[src/design/lfy_pkg.sv]
// Shared constants, types and controller/datapath interface structs for the deal shuffle.
package lfy_pkg;

    localparam int DECK_SIZE_DEF = 52;

    localparam int SEED_W    = 31;
    localparam int GEN_W     = 32;
    localparam int DRAW_LSB  = 16;
    localparam int DRAW_W    = 15;
    localparam int RCP_SHIFT = 16;
    localparam int CARD_W    = 6;
    localparam int POS_W     = 6;
    localparam int RANK_W    = 4;
    localparam int SUIT_W    = 2;

    localparam logic [GEN_W-1:0] LCG_MUL = 32'd214013;
    localparam logic [GEN_W-1:0] LCG_ADD = 32'd2531011;

    typedef enum logic [3:0] {
        ST_IDLE,
        ST_LCG,
        ST_DIV_MUL,
        ST_DIV_SUB,
        ST_DIV_FIX,
        ST_CAP_TOP,
        ST_WR_TOP,
        ST_WR_PICK,
        ST_EMIT_RD,
        ST_EMIT_LD
    } t_state;

    typedef struct packed {
        logic load_seed;
        logic lcg_step;
        logic div_mul;
        logic div_sub;
        logic div_fix;
        logic rd_top;
        logic cap_top;
        logic rd_pick;
        logic wr_top;
        logic wr_pick;
        logic emit_rd;
        logic emit_load;
    } t_cmd;

    typedef struct packed {
        logic shuffle_last;
        logic emit_last;
        logic out_free;
    } t_status;

endpackage

[src/design/lfy_ram.sv]
// Generic single-write, single-read RAM with registered read data.
module lfy_ram #(
    parameter int WIDTH = 8,
    parameter int DEPTH = 64
) (
    input  logic                     i_clk,
    input  logic                     i_we,
    input  logic [$clog2(DEPTH)-1:0] i_waddr,
    input  logic [WIDTH-1:0]         i_wdata,
    input  logic                     i_re,
    input  logic [$clog2(DEPTH)-1:0] i_raddr,
    output logic [WIDTH-1:0]         o_rdata
);

    logic [WIDTH-1:0] r_mem [DEPTH];
    logic [WIDTH-1:0] r_rdata;

    always_ff @(posedge i_clk) begin
        if (i_we) begin
            r_mem[i_waddr] <= i_wdata;
        end
        if (i_re) begin
            r_rdata <= r_mem[i_raddr];
        end
    end

    assign o_rdata = r_rdata;

endmodule

[src/design/lfy_ctrl.sv]
// Controller state machine sequencing the shuffle steps and the card output.
module lfy_ctrl import lfy_pkg::*; (
    input  logic    i_clk,
    input  logic    i_rst_n,
    input  logic    i_seed_valid,
    output logic    o_seed_ready,
    input  t_status i_status,
    output t_cmd    o_cmd
);

    t_state r_state;
    t_state n_state;

    always_ff @(posedge i_clk) begin
        if (!i_rst_n) begin
            r_state <= ST_IDLE;
        end else begin
            r_state <= n_state;
        end
    end

    always_comb begin
        n_state      = r_state;
        o_cmd        = '0;
        o_seed_ready = 1'b0;
        unique case (r_state)
            ST_IDLE: begin
                o_seed_ready = 1'b1;
                if (i_seed_valid) begin
                    o_cmd.load_seed = 1'b1;
                    n_state         = ST_LCG;
                end
            end
            ST_LCG: begin
                o_cmd.lcg_step = 1'b1;
                n_state        = ST_DIV_MUL;
            end
            ST_DIV_MUL: begin
                o_cmd.div_mul = 1'b1;
                n_state       = ST_DIV_SUB;
            end
            ST_DIV_SUB: begin
                o_cmd.div_sub = 1'b1;
                n_state       = ST_DIV_FIX;
            end
            ST_DIV_FIX: begin
                o_cmd.div_fix = 1'b1;
                o_cmd.rd_top  = 1'b1;
                n_state       = ST_CAP_TOP;
            end
            ST_CAP_TOP: begin
                o_cmd.cap_top = 1'b1;
                o_cmd.rd_pick = 1'b1;
                n_state       = ST_WR_TOP;
            end
            ST_WR_TOP: begin
                o_cmd.wr_top = 1'b1;
                n_state      = ST_WR_PICK;
            end
            ST_WR_PICK: begin
                o_cmd.wr_pick = 1'b1;
                if (i_status.shuffle_last) begin
                    n_state = ST_EMIT_RD;
                end else begin
                    // The generator value is no longer needed for this swap.
                    o_cmd.lcg_step = 1'b1;
                    n_state        = ST_DIV_MUL;
                end
            end
            ST_EMIT_RD: begin
                o_cmd.emit_rd = 1'b1;
                n_state       = ST_EMIT_LD;
            end
            ST_EMIT_LD: begin
                if (i_status.out_free) begin
                    o_cmd.emit_load = 1'b1;
                    n_state = i_status.emit_last ? ST_IDLE : ST_EMIT_RD;
                end
            end
            default: begin
                n_state = ST_IDLE;
            end
        endcase
    end

endmodule

[src/design/lfy_datapath.sv]
// Datapath: generator, reciprocal modulo unit, deck memory with valid bits, output register.
module lfy_datapath import lfy_pkg::*; #(
    parameter int DECK_SIZE = DECK_SIZE_DEF
) (
    input  logic              i_clk,
    input  logic              i_rst_n,
    input  t_cmd              i_cmd,
    output t_status           o_status,
    input  logic [SEED_W-1:0] i_deal_seed,
    input  logic              i_card_ready,
    output logic              o_card_valid,
    output logic [POS_W-1:0]  o_position,
    output logic [CARD_W-1:0] o_card_value,
    output logic [RANK_W-1:0] o_card_rank,
    output logic [SUIT_W-1:0] o_card_suit,
    output logic              o_last_card
);

    localparam int IW     = $clog2(DECK_SIZE);
    localparam int CW     = $clog2(DECK_SIZE + 1);
    localparam int NTAB   = 1 << CW;
    localparam int PROD_W = DRAW_W + RCP_SHIFT;
    localparam int QP_W   = DRAW_W + CW;

    logic [GEN_W-1:0]  r_gen;
    logic [CW-1:0]     r_cnt;
    logic [IW-1:0]     r_pos;
    logic [PROD_W-1:0] r_prod;
    logic [CW:0]       r_rem;
    logic [IW-1:0]     r_pick;
    logic [CARD_W-1:0] r_top;
    logic [DECK_SIZE-1:0] r_valid;
    logic              r_rd_vld;
    logic [IW-1:0]     r_rd_addr;

    logic              r_out_valid;
    logic [POS_W-1:0]  r_out_pos;
    logic [CARD_W-1:0] r_out_card;
    logic              r_out_last;

    logic [RCP_SHIFT-1:0] w_recip [NTAB];
    logic [DRAW_W-1:0]    w_draw;
    logic [DRAW_W-1:0]    w_qest;
    logic [QP_W-1:0]      w_qprod;
    logic [QP_W-1:0]      w_diff;
    logic [CW:0]          w_cnt_ext;
    logic [IW-1:0]        w_top_addr;

    logic              w_we;
    logic [IW-1:0]     w_waddr;
    logic [CARD_W-1:0] w_wdata;
    logic              w_re;
    logic [IW-1:0]     w_raddr;
    logic [CARD_W-1:0] w_ram_q;
    logic [CARD_W-1:0] w_rdata;

    // Reciprocal table: floor(2^16 / i), with entries 0 and 1 set as for 2. The estimate floor(draw * recip / 2^16)
    // is the true quotient or one below it, so one conditional subtract fixes it.
    for (genvar d = 0; d < NTAB; d++) begin : g_recip
        localparam int RC = (1 << RCP_SHIFT) / ((d < 2) ? 2 : d);
        assign w_recip[d] = RCP_SHIFT'(RC);
    end

    assign w_draw     = r_gen[DRAW_LSB +: DRAW_W];
    assign w_qest     = r_prod[PROD_W-1 -: DRAW_W];
    assign w_qprod    = QP_W'(w_qest) * QP_W'(r_cnt);
    assign w_diff     = QP_W'(w_draw) - w_qprod;
    assign w_cnt_ext  = (CW + 1)'(r_cnt);
    assign w_top_addr = IW'(r_cnt - CW'(1));

    always_ff @(posedge i_clk) begin
        if (i_cmd.load_seed) begin
            r_gen <= GEN_W'(i_deal_seed);
        end else if (i_cmd.lcg_step) begin
            r_gen <= r_gen * LCG_MUL + LCG_ADD;
        end
        if (i_cmd.div_mul) begin
            r_prod <= PROD_W'(w_draw) * PROD_W'(w_recip[r_cnt]);
        end
        if (i_cmd.div_sub) begin
            r_rem <= w_diff[CW:0];
        end
        if (i_cmd.div_fix) begin
            r_pick <= (r_rem >= w_cnt_ext) ? IW'(r_rem - w_cnt_ext) : IW'(r_rem);
        end
        if (i_cmd.cap_top) begin
            r_top <= w_rdata;
        end
        if (w_re) begin
            r_rd_addr <= w_raddr;
        end
    end

    always_ff @(posedge i_clk) begin
        if (!i_rst_n) begin
            r_cnt    <= CW'(DECK_SIZE);
            r_pos    <= '0;
            r_valid  <= '0;
            r_rd_vld <= 1'b0;
        end else begin
            if (i_cmd.load_seed) begin
                r_cnt <= CW'(DECK_SIZE);
            end else if (i_cmd.wr_pick) begin
                r_cnt <= r_cnt - CW'(1);
            end
            if (i_cmd.load_seed) begin
                r_pos <= '0;
            end else if (i_cmd.emit_load) begin
                r_pos <= r_pos + IW'(1);
            end
            // A fresh deal starts from identity order: entries not yet written
            // read back as their own address.
            if (i_cmd.load_seed) begin
                r_valid <= '0;
            end else if (w_we) begin
                r_valid[w_waddr] <= 1'b1;
            end
            if (w_re) begin
                r_rd_vld <= r_valid[w_raddr];
            end
        end
    end

    always_comb begin
        w_we    = i_cmd.wr_top | i_cmd.wr_pick;
        w_waddr = i_cmd.wr_top ? w_top_addr : r_pick;
        w_wdata = i_cmd.wr_top ? w_rdata : r_top;
        w_re    = i_cmd.rd_top | i_cmd.rd_pick | i_cmd.emit_rd;
        if (i_cmd.rd_top) begin
            w_raddr = w_top_addr;
        end else if (i_cmd.rd_pick) begin
            w_raddr = r_pick;
        end else begin
            w_raddr = r_pos;
        end
    end

    lfy_ram #(
        .WIDTH (CARD_W),
        .DEPTH (DECK_SIZE)
    ) u_deck (
        .i_clk   (i_clk),
        .i_we    (w_we),
        .i_waddr (w_waddr),
        .i_wdata (w_wdata),
        .i_re    (w_re),
        .i_raddr (w_raddr),
        .o_rdata (w_ram_q)
    );

    assign w_rdata = r_rd_vld ? w_ram_q : CARD_W'(r_rd_addr);

    always_ff @(posedge i_clk) begin
        if (!i_rst_n) begin
            r_out_valid <= 1'b0;
        end else if (i_cmd.emit_load) begin
            r_out_valid <= 1'b1;
        end else if (i_card_ready) begin
            r_out_valid <= 1'b0;
        end
    end

    always_ff @(posedge i_clk) begin
        if (i_cmd.emit_load) begin
            r_out_pos  <= POS_W'(r_pos);
            r_out_card <= w_rdata;
            r_out_last <= (r_pos == IW'(DECK_SIZE - 1));
        end
    end

    assign o_status.shuffle_last = (r_cnt == CW'(2));
    assign o_status.emit_last    = (r_pos == IW'(DECK_SIZE - 1));
    assign o_status.out_free     = !r_out_valid || i_card_ready;

    assign o_card_valid = r_out_valid;
    assign o_position   = r_out_pos;
    assign o_card_value = r_out_card;
    assign o_card_rank  = r_out_card[CARD_W-1:SUIT_W];
    assign o_card_suit  = r_out_card[SUIT_W-1:0];
    assign o_last_card  = r_out_last;

endmodule

[src/design/lcg_fisher_yates_deal_shuffle.sv]
// Top level of the card deal shuffle: controller, datapath and checks.
//
// Usage: one request on the seed channel (i_seed_valid/o_seed_ready, i_deal_seed)
// produces DECK_SIZE requests on the card channel (o_card_valid/i_card_ready),
// one per deck position in ascending order, the final one with o_last_card set.
// A new seed is taken only while the block is idle, which is as soon as the last
// card has been loaded into the output register.
// Sequence: after a seed is accepted, the generator steps once; then each of the
// DECK_SIZE-1 swaps does a reciprocal multiply, remainder, fix-up, and two reads
// and two writes on the deck memory, one access per cycle, the reads overlapping
// the fix-up and the capture of the top card; then each card is read from memory
// and loaded into the output register, waiting while the receiver stalls.
// The deck memory holds no reset contents: per-entry valid bits, cleared with
// every new seed, make untouched entries read as identity order, so there is no
// clearing pass. Reset returns the controller to idle and drops o_card_valid.
// When the receiver stalls, the current card holds in the output register and
// the block waits before loading the next one; nothing is lost or repeated.
module lcg_fisher_yates_deal_shuffle import lfy_pkg::*; #(
    parameter int DECK_SIZE = DECK_SIZE_DEF
) (
    input  logic              i_clk,
    input  logic              i_rst_n,
    input  logic              i_seed_valid,
    output logic              o_seed_ready,
    input  logic [SEED_W-1:0] i_deal_seed,
    output logic              o_card_valid,
    input  logic              i_card_ready,
    output logic [POS_W-1:0]  o_position,
    output logic [CARD_W-1:0] o_card_value,
    output logic [RANK_W-1:0] o_card_rank,
    output logic [SUIT_W-1:0] o_card_suit,
    output logic              o_last_card
);

    t_cmd    w_cmd;
    t_status w_status;

    lfy_ctrl u_ctrl (
        .i_clk        (i_clk),
        .i_rst_n      (i_rst_n),
        .i_seed_valid (i_seed_valid),
        .o_seed_ready (o_seed_ready),
        .i_status     (w_status),
        .o_cmd        (w_cmd)
    );

    lfy_datapath #(
        .DECK_SIZE (DECK_SIZE)
    ) u_datapath (
        .i_clk        (i_clk),
        .i_rst_n      (i_rst_n),
        .i_cmd        (w_cmd),
        .o_status     (w_status),
        .i_deal_seed  (i_deal_seed),
        .i_card_ready (i_card_ready),
        .o_card_valid (o_card_valid),
        .o_position   (o_position),
        .o_card_value (o_card_value),
        .o_card_rank  (o_card_rank),
        .o_card_suit  (o_card_suit),
        .o_last_card  (o_last_card)
    );

`ifndef ASSERT_OFF
    // The deck memory has one port each way and the swap schedule never reads
    // and writes in the same cycle.
    a_no_rw_overlap: assert property (@(posedge i_clk) disable iff (!i_rst_n)
        (w_cmd.wr_top || w_cmd.wr_pick) |->
            !(w_cmd.rd_top || w_cmd.rd_pick || w_cmd.emit_rd))
        else $error("deck memory read and write in the same cycle");

    // A card is never loaded over one the receiver has not taken.
    a_no_overwrite: assert property (@(posedge i_clk) disable iff (!i_rst_n)
        w_cmd.emit_load |-> (!o_card_valid || i_card_ready))
        else $error("output register overwritten while stalled");

    // A card with the last-card flag set is always at the final position.
    a_last_pos: assert property (@(posedge i_clk) disable iff (!i_rst_n)
        (o_card_valid && o_last_card) |-> (o_position == POS_W'(DECK_SIZE - 1)))
        else $error("last card flag on wrong position");

    // Once a seed is taken, the block is busy shuffling on the next cycle.
    a_busy_after_seed: assert property (@(posedge i_clk) disable iff (!i_rst_n)
        (i_seed_valid && o_seed_ready) |=> !o_seed_ready)
        else $error("seed channel ready right after a seed was taken");
`endif

endmodule
[config.mk]
export PLATFORM = sky130hd
export DESIGN_NAME = lcg_fisher_yates_deal_shuffle
export DESIGN_NICKNAME = d
export VERILOG_FILES = /design/src/design/lfy_pkg.sv /design/src/design/lfy_ram.sv /design/src/design/lfy_ctrl.sv /design/src/design/lfy_datapath.sv /design/src/design/lcg_fisher_yates_deal_shuffle.sv
export SDC_FILE = /design/constraint.sdc
export NUM_CORES = 2
export LEC_CHECK = 0
export BUFFER_PORTS_ARGS = -buffer_cell sky130_fd_sc_hd__buf_2
export CAP_MARGIN = 15
export CELL_PAD_IN_SITES_DETAIL_PLACEMENT = 0
export CELL_PAD_IN_SITES_GLOBAL_PLACEMENT = 1
export CORE_AREA = 2 2 292 294
export CTS_CLUSTER_DIAMETER = 50
export DETAILED_ROUTE_END_ITERATION = 8
export DIE_AREA = 0 0 294 296
export PLACE_DENSITY_LB_ADDON = 0.1
export SLEW_MARGIN = 20
export SYNTH_ARGS = -nofsm -noshare
export SYNTH_HDL_FRONTEND = slang
export SYNTH_HIERARCHICAL = 1
export SYNTH_SLANG_ARGS = --single-unit
[constraint.sdc]
create_clock -name i_clk -period 15 [get_ports i_clk]
set_input_delay 3 -clock i_clk [delete_from_list [all_inputs] [get_ports i_clk]]
set_output_delay 3 -clock i_clk [all_outputs]
set_load 0.005 [all_outputs]
# After elaboration in Yosys (flattened, before gate mapping)
# Memories as Yosys holds them, arrays and structs flattened. A register that Yosys moved wholly into a read port is not among the register bits.
# Index checks and enable logic that the tools add are counted.
[word_totals] reg_bits=171 latch_bits=0 mem_bits_rw=312 romBits=1024 input_bits=35 elab_cells=95 mem_count=2
[classes] addsub=5 n_mul=3 n_div=0 magnitude_cmp=5 n_eq_ne=13 shifts=0 mux=37 bitwise=6 reduce_logical=8
[mem_list] memory="(no name shown)" depth=64 word_bits=16 rd=1 rd_ports_with_merged_regs=0 wr=0 line="lfy_datapath.sv:78" text="r_prod <= PROD_W'(w_draw) * PROD_W'(w_recip[r_cnt]);"
[mem_list] memory="u_datapath.u_deck.r_mem" depth=52 word_bits=6 rd=1 rd_ports_with_merged_regs=1 wr=1 line="lfy_ram.sv:15" text="logic [WIDTH-1:0] r_mem [DEPTH];"
[op_table] operator="two-way mux 31 bit" count=2
[op_table] operator="OR 52 bit" count=1
[op_table] operator="case mux 4 bit (10 select lines)" count=1
[op_table] operator="two-way mux 6 bit" count=6
[op_table] operator="adder 32 x 22 -> 32 bit (second input constant)" count=1
[op_table] operator="multiplier 32 x 18 -> 32 bit (second input constant)" count=1
[op_table] operator="two-way mux 16 bit" count=2
[op_table] operator="multiplier 15 x 16 -> 31 bit" count=1
[op_table] operator="two-way mux 1 bit" count=17
[op_table] operator="equality test 4 x 3 -> 1 bit (second input constant)" count=4
[op_table] operator="two-way mux 4 bit" count=4
[op_table] operator="multiplier 15 x 6 -> 7 bit" count=1
[op_table] operator="< comparator 6 x 7 -> 1 bit (second input constant)" count=2
[op_table] operator="equality test 4 x 2 -> 1 bit (second input constant)" count=2
[op_table] operator="equality test 4 bit (second input constant)" count=2
[op_table] operator="greater-or-equal comparator 7 x 6 -> 1 bit" count=1
[op_table] operator="greater-or-equal comparator 7 bit (second input constant)" count=1
[op_table] operator="NOT 6 -> 7 bit" count=1
[op_table] operator="subtractor 7 bit" count=1
[op_table] operator="adder 6 x 1 -> 6 bit (second input constant)" count=1
[op_table] operator="binary-select mux 1 bit (select 6 bit)" count=1
[op_table] operator="demux 1 bit (select 6 bit)" count=1
[op_table] operator="equality test 6 x 2 -> 1 bit (second input constant)" count=1
[op_table] operator="equality test 6 bit (second input constant)" count=1
[op_table] operator="17 further kinds" count=21

# Longest topological paths before layout
[logic_depth] word_depth=8 depth_mapped=34 mapped_depth_nobuf=31

# Cells and area by module
# Netlist, hierarchy kept.
[by_module_without_submodules] module="lfy_datapath" n_inst=1 cells_each=2194 area_per_inst_um2=21336.7 seq_area_each_um2=3603.5
[by_module_without_submodules] module="lfy_ram" n_inst=1 cells_each=604 area_per_inst_um2=12458.2 seq_area_each_um2=9549.2
[by_module_without_submodules] module="lfy_ctrl" n_inst=1 cells_each=48 area_per_inst_um2=354.1 seq_area_each_um2=80.1

# Worst setup path before layout
# OpenSTA, ideal clock, no wires.
[synth_timing] kind="register to register" startpoint="reg u_datapath.r_cnt[1]" endpoint="reg u_datapath.r_prod[21], data pin" setup_ps=180 arrival_time_ps=7560 t_required_ps=14820 path_slack_ps=7260 path_stages_with_launch=32 n_path_buf=3 period_less_slack_ps=7740 path_cell_list="dfxtp_1 clkbuf_1 inv_1 ha_1 buf_2 nand2b_1 o21ai_0 o21ai_0 nor2_1 a21oi_1 o22ai_1 nor2_1 clkbuf_1 nand2_1 fa_1 fa_1 fa_1 inv_1 fa_1 fa_1 inv_1 fa_1 inv_1 ha_1 a21o_1 a21o_1 a211o_1 or3_1 a31oi_1 nor3_1 or4_1 o311ai_1"
[synth_between] elab_chain_len=5
[synth_rtl] element="from (decl)" line="lfy_datapath.sv:26" text="logic [CW-1:0] r_cnt;"
[synth_rtl] element="from (signal assigned)" line="lfy_datapath.sv:96" text="r_cnt <= CW'(DECK_SIZE);"
[synth_rtl] element="from (signal assigned)" line="lfy_datapath.sv:102" text="r_cnt <= CW'(DECK_SIZE);"
[synth_rtl] element="from (signal assigned)" line="lfy_datapath.sv:104" text="r_cnt <= r_cnt - CW'(1);"
[synth_rtl] element="NOT 6 -> 7 bit (implied by the code)" line="lfy_datapath.sv:78"
[synth_rtl] element="memory read (64 x 16 bit)"
[synth_rtl] element="two-way mux 16 bit (implied by the code) (2 in series)" line="lfy_datapath.sv:78"
[synth_rtl] element="multiplier 15 x 16 -> 31 bit" line="lfy_datapath.sv:78"
[synth_rtl] element="to (signal assigned)" line="lfy_datapath.sv:78"
[synth_rtl] element="to (decl)" line="lfy_datapath.sv:28" text="logic [PROD_W-1:0] r_prod;"
# Every way passes these cells. The select of a mux whose other input is x is not followed.
# A chain may end at the register's enable or synchronous reset.

# Worst setup path after layout
[layout_timing] startpoint="reg u_datapath.r_cnt[0]" endpoint="reg u_datapath.r_prod[21], data pin"
# Same word-level chain as after synthesis.

==> results.md <==
* WP data arrival at 9160 ps
* Largest buffer count on any clock path at 3
* Nets at 3484
* Die Span Y at 296 µm
* Type of the worst setup path: flip-flop to flip-flop
* Grt total ovfl at 0
* Post-Syn Nets at 3445
* Cell total after placement at 3902
* First-pass GRT wire length at 136000 µm
* Pins over their slew limit at 0
* Most frequent cell after synthesis: inv_1
* Vias/cell at 5.30
* Sequential element share of the synthesized area at 0.387
* Die area at 87000 µm²
* DIE WIDTH at 294 µm
* Drt first pass iters at 5
* Tcrit/Tclk final at 0.582
* Worst Skew at 19.2 ps
* Clk sinks at 464
* #FFs+latches synth at 464
* Synth area leader: edfxtp_1
* TritonCTS clock tree: done
* IO Count at 56
* Fin area at 38000 µm²
* Number of synthesized flops with an enable pin at 394
* Worst slew pin tran at 1030 ps
* Vias in the first global route at 23100
* Startpoint Class: flip-flop
* Ys flop type: edfxtp_1
* Post-CTS Hold Fix Bufs at 0
* Worst min path class: flip-flop to flip-flop
* Starting density of the core at 0.406
* Initial DRC Count at 1488
* Yosys top cell area share at 0.346
* Floorplan row count at 107
* Post-Layout Cell Count at 4034
* Tot GR Track Use at 0.205
* MaxCap Viol Count at 0
* Yosys cell types at 86
* Area after DPL at 35500 µm²
* Share of cells above drive strength 1 at 0.122
* Vias at 21400
* Leading cell types by count after synthesis: inv_1 (400), edfxtp_1 (394), fa_1 (348), nand2_1 (217), ha_1 (216)
* Status: completed
* FMAX at 0.115 GHz
* Largest cells by area after synthesis: edfxtp_1 (35%), fa_1 (20%), ha_1 (7.9%), mux4_2 (5.9%), inv_1 (4.4%)
* Area delta synth->final at 11.2%
* Clock slew at reported path FFs at 50 ps
* Latest clock arrival within the worst-skew pair at 620 ps
* CTS-repair resized insts at 0
* Largest net degree at the start of global routing at 93
* CP Max Fanout at 15
* CTS Buf Count at 71
* Final setup violation count at 0
* Drt drc at 0
* Synth warnings at 6
* Post-DR wirelength/cell at 21.4 µm
* RSZ-0062 raised after global routing: false
* PortBufs at 55
* Cell Area, Synth at 34100 µm²
* Slew headroom at 0.311
* Root buffer cell: clkbuf_16
* Routed WL at 86200 µm
* Core area at 84200 µm²
* Hold Slack at 466 ps
* Mean area per synthesized cell at 12.0 µm²
* Fill count at 7740
* Final Hold Fails at 0
* Post-DRT Antenna Nets at 0
* GP Congestion at 0.841
* Dpl hpwl at 61500 µm
* Setup TNS at 0 ps
* WP data required at 15430 ps
* Synth async-reset ratio at 0
* Mapped Cells at 2846
* Endpoint type of the worst setup path: flip-flop
* CTS H-Tree Depth at 3
* Post CTS Setup Buffer Count at 0
* Min Clock Period, post-route at 8730 ps
* Initial antenna violation count at 3
-- area by class of cell --
type	instances	area (µm²)	area share
inverter	403	1510	0.0398
tap	1090	1360	0.0359
sequential	464	13200	0.348
timing repair buffer	95	588	0.0155
clock buffer	84	1920	0.0505
antenna	2	5.00	0.000132
multi-input combinational	1850	18800	0.496
clock inverter	46	538	0.0142
-- worst paths after layout --
| path | start | to | slack [ps] | cells past startpoint |
|---|---|---|---|---|
| hold reg to reg | u_datapath/r_valid[4] | u_datapath/r_valid[4] | 470 | 2 |
| setup reg to reg | u_datapath/r_cnt[0] | u_datapath/r_prod[21] | 6270 | 27 |
| hold / removal | u_datapath/r_valid[4] | u_datapath/r_valid[4] | 470 | 2 |
| setup / recovery | u_datapath/r_cnt[0] | u_datapath/r_prod[21] | 6270 | 27 |
-- routing by layer --
metal | wire length [µm] | vias to the layer above | GRT usage
li1 | - | 9798 | -
met1 | 39000 | 11000 | 0.284
met2 | 41800 | 513 | 0.342
met3 | 3700 | 106 | 0.0274
met4 | 1690 | 2 | 0.0510
met5 | 8 | - | 0
-- per-stage QoR --
step / utilization / setup WS [ps]
after floorplan: - / 7260
after global routing: 0.451 / 5780
after global placement: 0.422 / 6470
after detailed placement: 0.422 / 6320
final: 0.451 / 6270
after CTS: 0.451 / 6290
-- worst max-delay path, cell delays in order, from the launching register on --
cell and delay, ps:
dfxtp_1 610, buf_4 320, inv_1 150, ha_1 660
inv_1 220, o22ai_1 270, a221oi_1 130, a21oi_1 330
buf_4 320, nand2_1 110, fa_1 440, fa_1 520
fa_1 540, inv_1 50, fa_1 450, fa_1 500
inv_1 50, fa_1 480, inv_1 40, ha_1 280
a21o_1 160, a21o_1 170, a211o_1 320, or3_1 350
a31oi_1 300, nor3_1 170, or4_1 520, o311ai_1 90
-- cells in the final DEF (no fill, tap or decap), types with 11 or more instances in the layout --
| cell | netlist | routed |
|---|---|---|
| inv_1 | 400 | 400 |
| edfxtp_1 | 394 | 394 |
| fa_1 | 348 | 348 |
| nand2_1 | 217 | 216 |
| ha_1 | 216 | 216 |
| nor2_1 | 199 | 199 |
| and2_1 | 119 | 118 |
| a21oi_1 | 104 | 101 |
| mux4_2 | 90 | 90 |
| clkbuf_16 | 0 | 74 |
| dfxtp_1 | 70 | 68 |
| o21ai_0 | 69 | 67 |
| xnor2_1 | 66 | 66 |
| buf_2 | 28 | 55 |
| buf_4 | 18 | 39 |
| nor3_1 | 39 | 36 |
| nand2b_1 | 25 | 25 |
| nand3_1 | 25 | 25 |
| mux2i_1 | 25 | 24 |
| o22ai_1 | 23 | 23 |
| xor2_1 | 22 | 22 |
| nor2b_1 | 18 | 18 |
| a211oi_1 | 16 | 16 |
| o21a_1 | 15 | 15 |
| a21o_1 | 14 | 14 |
| clkinv_1 | 1 | 12 |
| a31oi_1 | 12 | 12 |
| o31ai_1 | 11 | 11 |
| mux2_2 | 15 | 11 |
-- registers in the layout (all words and copies together) (netlist names), 4 cells and up --
register,cells
u_datapath/r_top,6
u_datapath/r_rd_addr,6
u_datapath/r_pos,6
u_datapath/u_deck/r_mem,312
u_datapath/r_cnt,6
u_datapath/r_pick,6
u_ctrl/r_state,4
u_datapath/r_prod,7
u_datapath/r_gen,31
u_datapath/o_card_value,6
u_datapath/u_deck/o_rdata,6
u_datapath/o_position,6
u_datapath/r_valid,52
u_datapath/r_rem,7
-- cells by family after synthesis --
logic type | Yosys count | share of synthesized area
and+or+nand+nor | 712 | 0.100
adders and majority gates | 564 | 0.283
buffers and inverters | 532 | 0.0638
DFF | 464 | 0.387
AOI/OAI and AO/OA | 348 | 0.0660
muxes | 135 | 0.0751
xor gates and xnor gates | 91 | 0.0242
Power is not shown: default switching activity piles up to over one toggle a cycle in this logic, so the estimate is an artifact.
